--- config.mk ---
export PLATFORM = sky130hd
export DESIGN_NAME = llc_ram
export DESIGN_NICKNAME = d
export VERILOG_FILES = /design/src/rtl/llc_ram.sv
export SDC_FILE = /design/constraint.sdc
export NUM_CORES = 1
export LEC_CHECK = 0
export BUFFER_PORTS_ARGS = -buffer_cell sky130_fd_sc_hd__buf_2
export CAP_MARGIN = 20
export CORE_UTILIZATION = 57
export CTS_BUF_LIST = sky130_fd_sc_hd__clkbuf_8
export CTS_CLUSTER_DIAMETER = 100
export DETAILED_ROUTE_END_ITERATION = 6
export GPL_TIMING_DRIVEN = 0
export PLACE_DENSITY = 0.91
export SLEW_MARGIN = 40
export SYNTH_ARGS = -nofsm -noshare
export SYNTH_HDL_FRONTEND = slang
export SYNTH_SLANG_ARGS = --single-unit
--- constraint.sdc ---
create_clock -name clk -period 1.5 [get_ports clk]
set_input_delay 0.075 -clock clk [delete_from_list [all_inputs] [get_ports clk]]
set_output_delay 0.075 -clock clk [all_outputs]
set_load 0.05 [all_outputs]
--- src/rtl/llc_ram.sv ---
// Generic single-port synchronous RAM with a registered read.
// Depends on nothing.
`default_nettype none
module llc_ram #(
    parameter int WIDTH = 8,
    parameter int DEPTH = 4
) (
    input  wire logic                     clk,
    input  wire logic                     we,
    input  wire logic [$clog2(DEPTH)-1:0] addr,
    input  wire logic [WIDTH-1:0]         wdata,
    output logic      [WIDTH-1:0]         rdata
);
    logic [WIDTH-1:0] mem [DEPTH];

    always_ff @(posedge clk)
    begin
        if (we)
        begin
            mem[addr] <= wdata;
        end
        rdata <= mem[addr];
    end
endmodule
`default_nettype wire

==> impl_metrics.toml <==
[status]
status = "finished clean"

[sta]
clock_skew_ns = 0.00642
hold_violations = 0
fin_crit_ns = 1.09
fin_ws_ns = 0.413
worstMarginPinSlew_ns = 0.698
worst_slew_margin_rel = 0.533
finalMaxSlewViolations = 0
max_freq_mhz = 920
rsz0062_at_grt = "no"
post-route-period-util = 0.725
setup_viol = 0

[global_routing]
grt_overflow = 0
grt_max_degree = 14
grt_pass1_wl_mm = 3.31
grt_pass1_vias = 694
grt_usage = 0.206
antenna_found_initial = 0

[floorplan]
die_h_um = 50.8
dieArea_mm2 = 0.00259
die_w_um = 50.8
core_area_mm2 = 0.00223
rows = 17
num_io_pins = 20
initial_core_util = 0.609

[power_and_ir_drop]
cellLeakagePower_nw = 0.596
vdd_drop_max_v = 0.00102
p_per_area_mw_per_mm2 = 1320

[flow_run]
drv_cap = 0

[synth]
ys_types = 9
syn_inst = 54
netlist_area_mm2 = 0.00136
yosys_warnings = 0
syn_nets = 66
ys_ff_latch = 40
ys_seq_area_frac = 0.824
avgSynthCellArea_um2 = 25.2

[place]
hpwlAfterDp_mm = 1.37
pre_cts_slack_ns = 0.0917
placed_cell_area_mm2 = 0.00150
port_buffers = 19
place_congestion = 0.615

[cts]
cts_tree = "done"
post_cts_resized = 0
cts.clk_slew.worst_paths_ns = 0.08
clkSinkCount = 40
clkLatencyLatePin_ns = 0.29
root_buffer = "clkbuf_8"
postCtsSetupBuffers = 0
cts.htree.levels = 2
cts_max_path_buffers = 2
cts_buffers = 5

[drt]
drtPass1Iterations = 2
ant_nets = 0
wire_per_inst_um = 18.1
routed_wl_mm = 2.06
drtIter0Drc = 18
drc = 0
via_per_inst = 5.39
vias = 614

[worst_setup_path]
required_ns = 1.42
cp-end-kind = "register"
cp.arrival_ns = 1.00
start_kind = "primary input"
ff2ff_setup_slack_ns = 0.48
critPathMaxFanout = 10
critPathKind = "primary input to register"

[cells_and_area]
nNetsFinal = 97
fillers = 149
fin_area_mm2 = 0.00163
layout-drive-gt1-share = 0.453
seqCellArea_mm2 = 0.00112
multi_input_area_um2 = 228
antenna-diode-count = 0
area_delta_synth_final_pct = 20.1

[min_path]
hold_class = "primary input to register"
## sequential cells by signal, indices dropped and copies added (netlist names)
register and cells:
rdata 8, mem 32
## through the flow
stage / TNS (ns) / power (W) / util / std cells / hold WS, ns
6_report: 0 / 0.00215 / 0.731 / 114 / 0.0120
3_5_place_dp: 0 / 0.00150 / 0.669 / 101 / 0.293
4_1_cts: 0 / 0.00218 / 0.731 / 114 / 0.000553
3_3_place_gp: -2.76 / 0.00148 / 0.667 / 101 / 0.284
2_1_floorplan: 0 / 0.00143 / - / 54 / 0.174
5_1_grt: 0 / 0.00223 / 0.731 / 114 / 0.000773
## routing by layer
layer	part of all wire	up-vias	global-route usage
met2	0.54	19	0.371
met5	0	-	0
met4	0.035	0	0.116
li1	-	285	-
met1	0.38	303	0.194
met3	0.040	7	0.0833
## cells in the final DEF (no fill, tap or decap), drive strengths merged
cell         count
and3             1
and3b            2
buf             21
clkbuf           5
clkinv           3
dfxtp            8
dlygate4sd3      5
edfxtp          32
mux4             8
nor3b            1
## critical path: stages
cell	delay (ns)
buf_2	0.11
buf_2	0.19
nor3b_2	0.62
## cell type report
cell class,instances,area share
flip-flops and latches,40,0.687
multi-input cells,12,0.139
repair buffers,24,0.0889
clock buffers,5,0.0421
well taps,28,0.0215
clock inverters,3,0.0115
plain buffers,2,0.00996
## worst paths after layout
kind                                   to  cells past startpoint  startpoint
worst max-delay path            mem[0][5]                      3     addr[1]
worst min-delay path            mem[3][5]                      1    wdata[5]
worst max register to register   rdata[6]                      1   mem[3][6]
worst min register to register   rdata[0]                      1   mem[0][0]
## synth_stat cells (all sizes together)
cell type / number / share of area
mux4: 8 / 0.14
and3b: 2 / 0.015
nor3b: 1 / 0.0055
edfxtp: 32 / 0.71
dfxtp: 8 / 0.12
and3: 1 / 0.0055
buf: 2 / 0.012
## cells by family after synthesis
kind of cell	count (synthesis)	synth area share
DFF	40	0.824
and+or+nand+nor	4	0.0258
buffers and inverters	2	0.0120
muxes	8	0.138
## where the power goes
group          switching (W)  internal [W]  total, W
clock network       0.000349      0.000323  0.000672
registers          0.0000159       0.00126   0.00128
logic               0.000129     0.0000713  0.000200
total               0.000493       0.00166   0.00215
## timing repair
action                                  CTS  global route
endpoints found under the setup margin    0             0
hold buffers                              5             0
endpoints found under the hold margin    19             0
No activity file was read; power rests on OpenSTA's default activity.
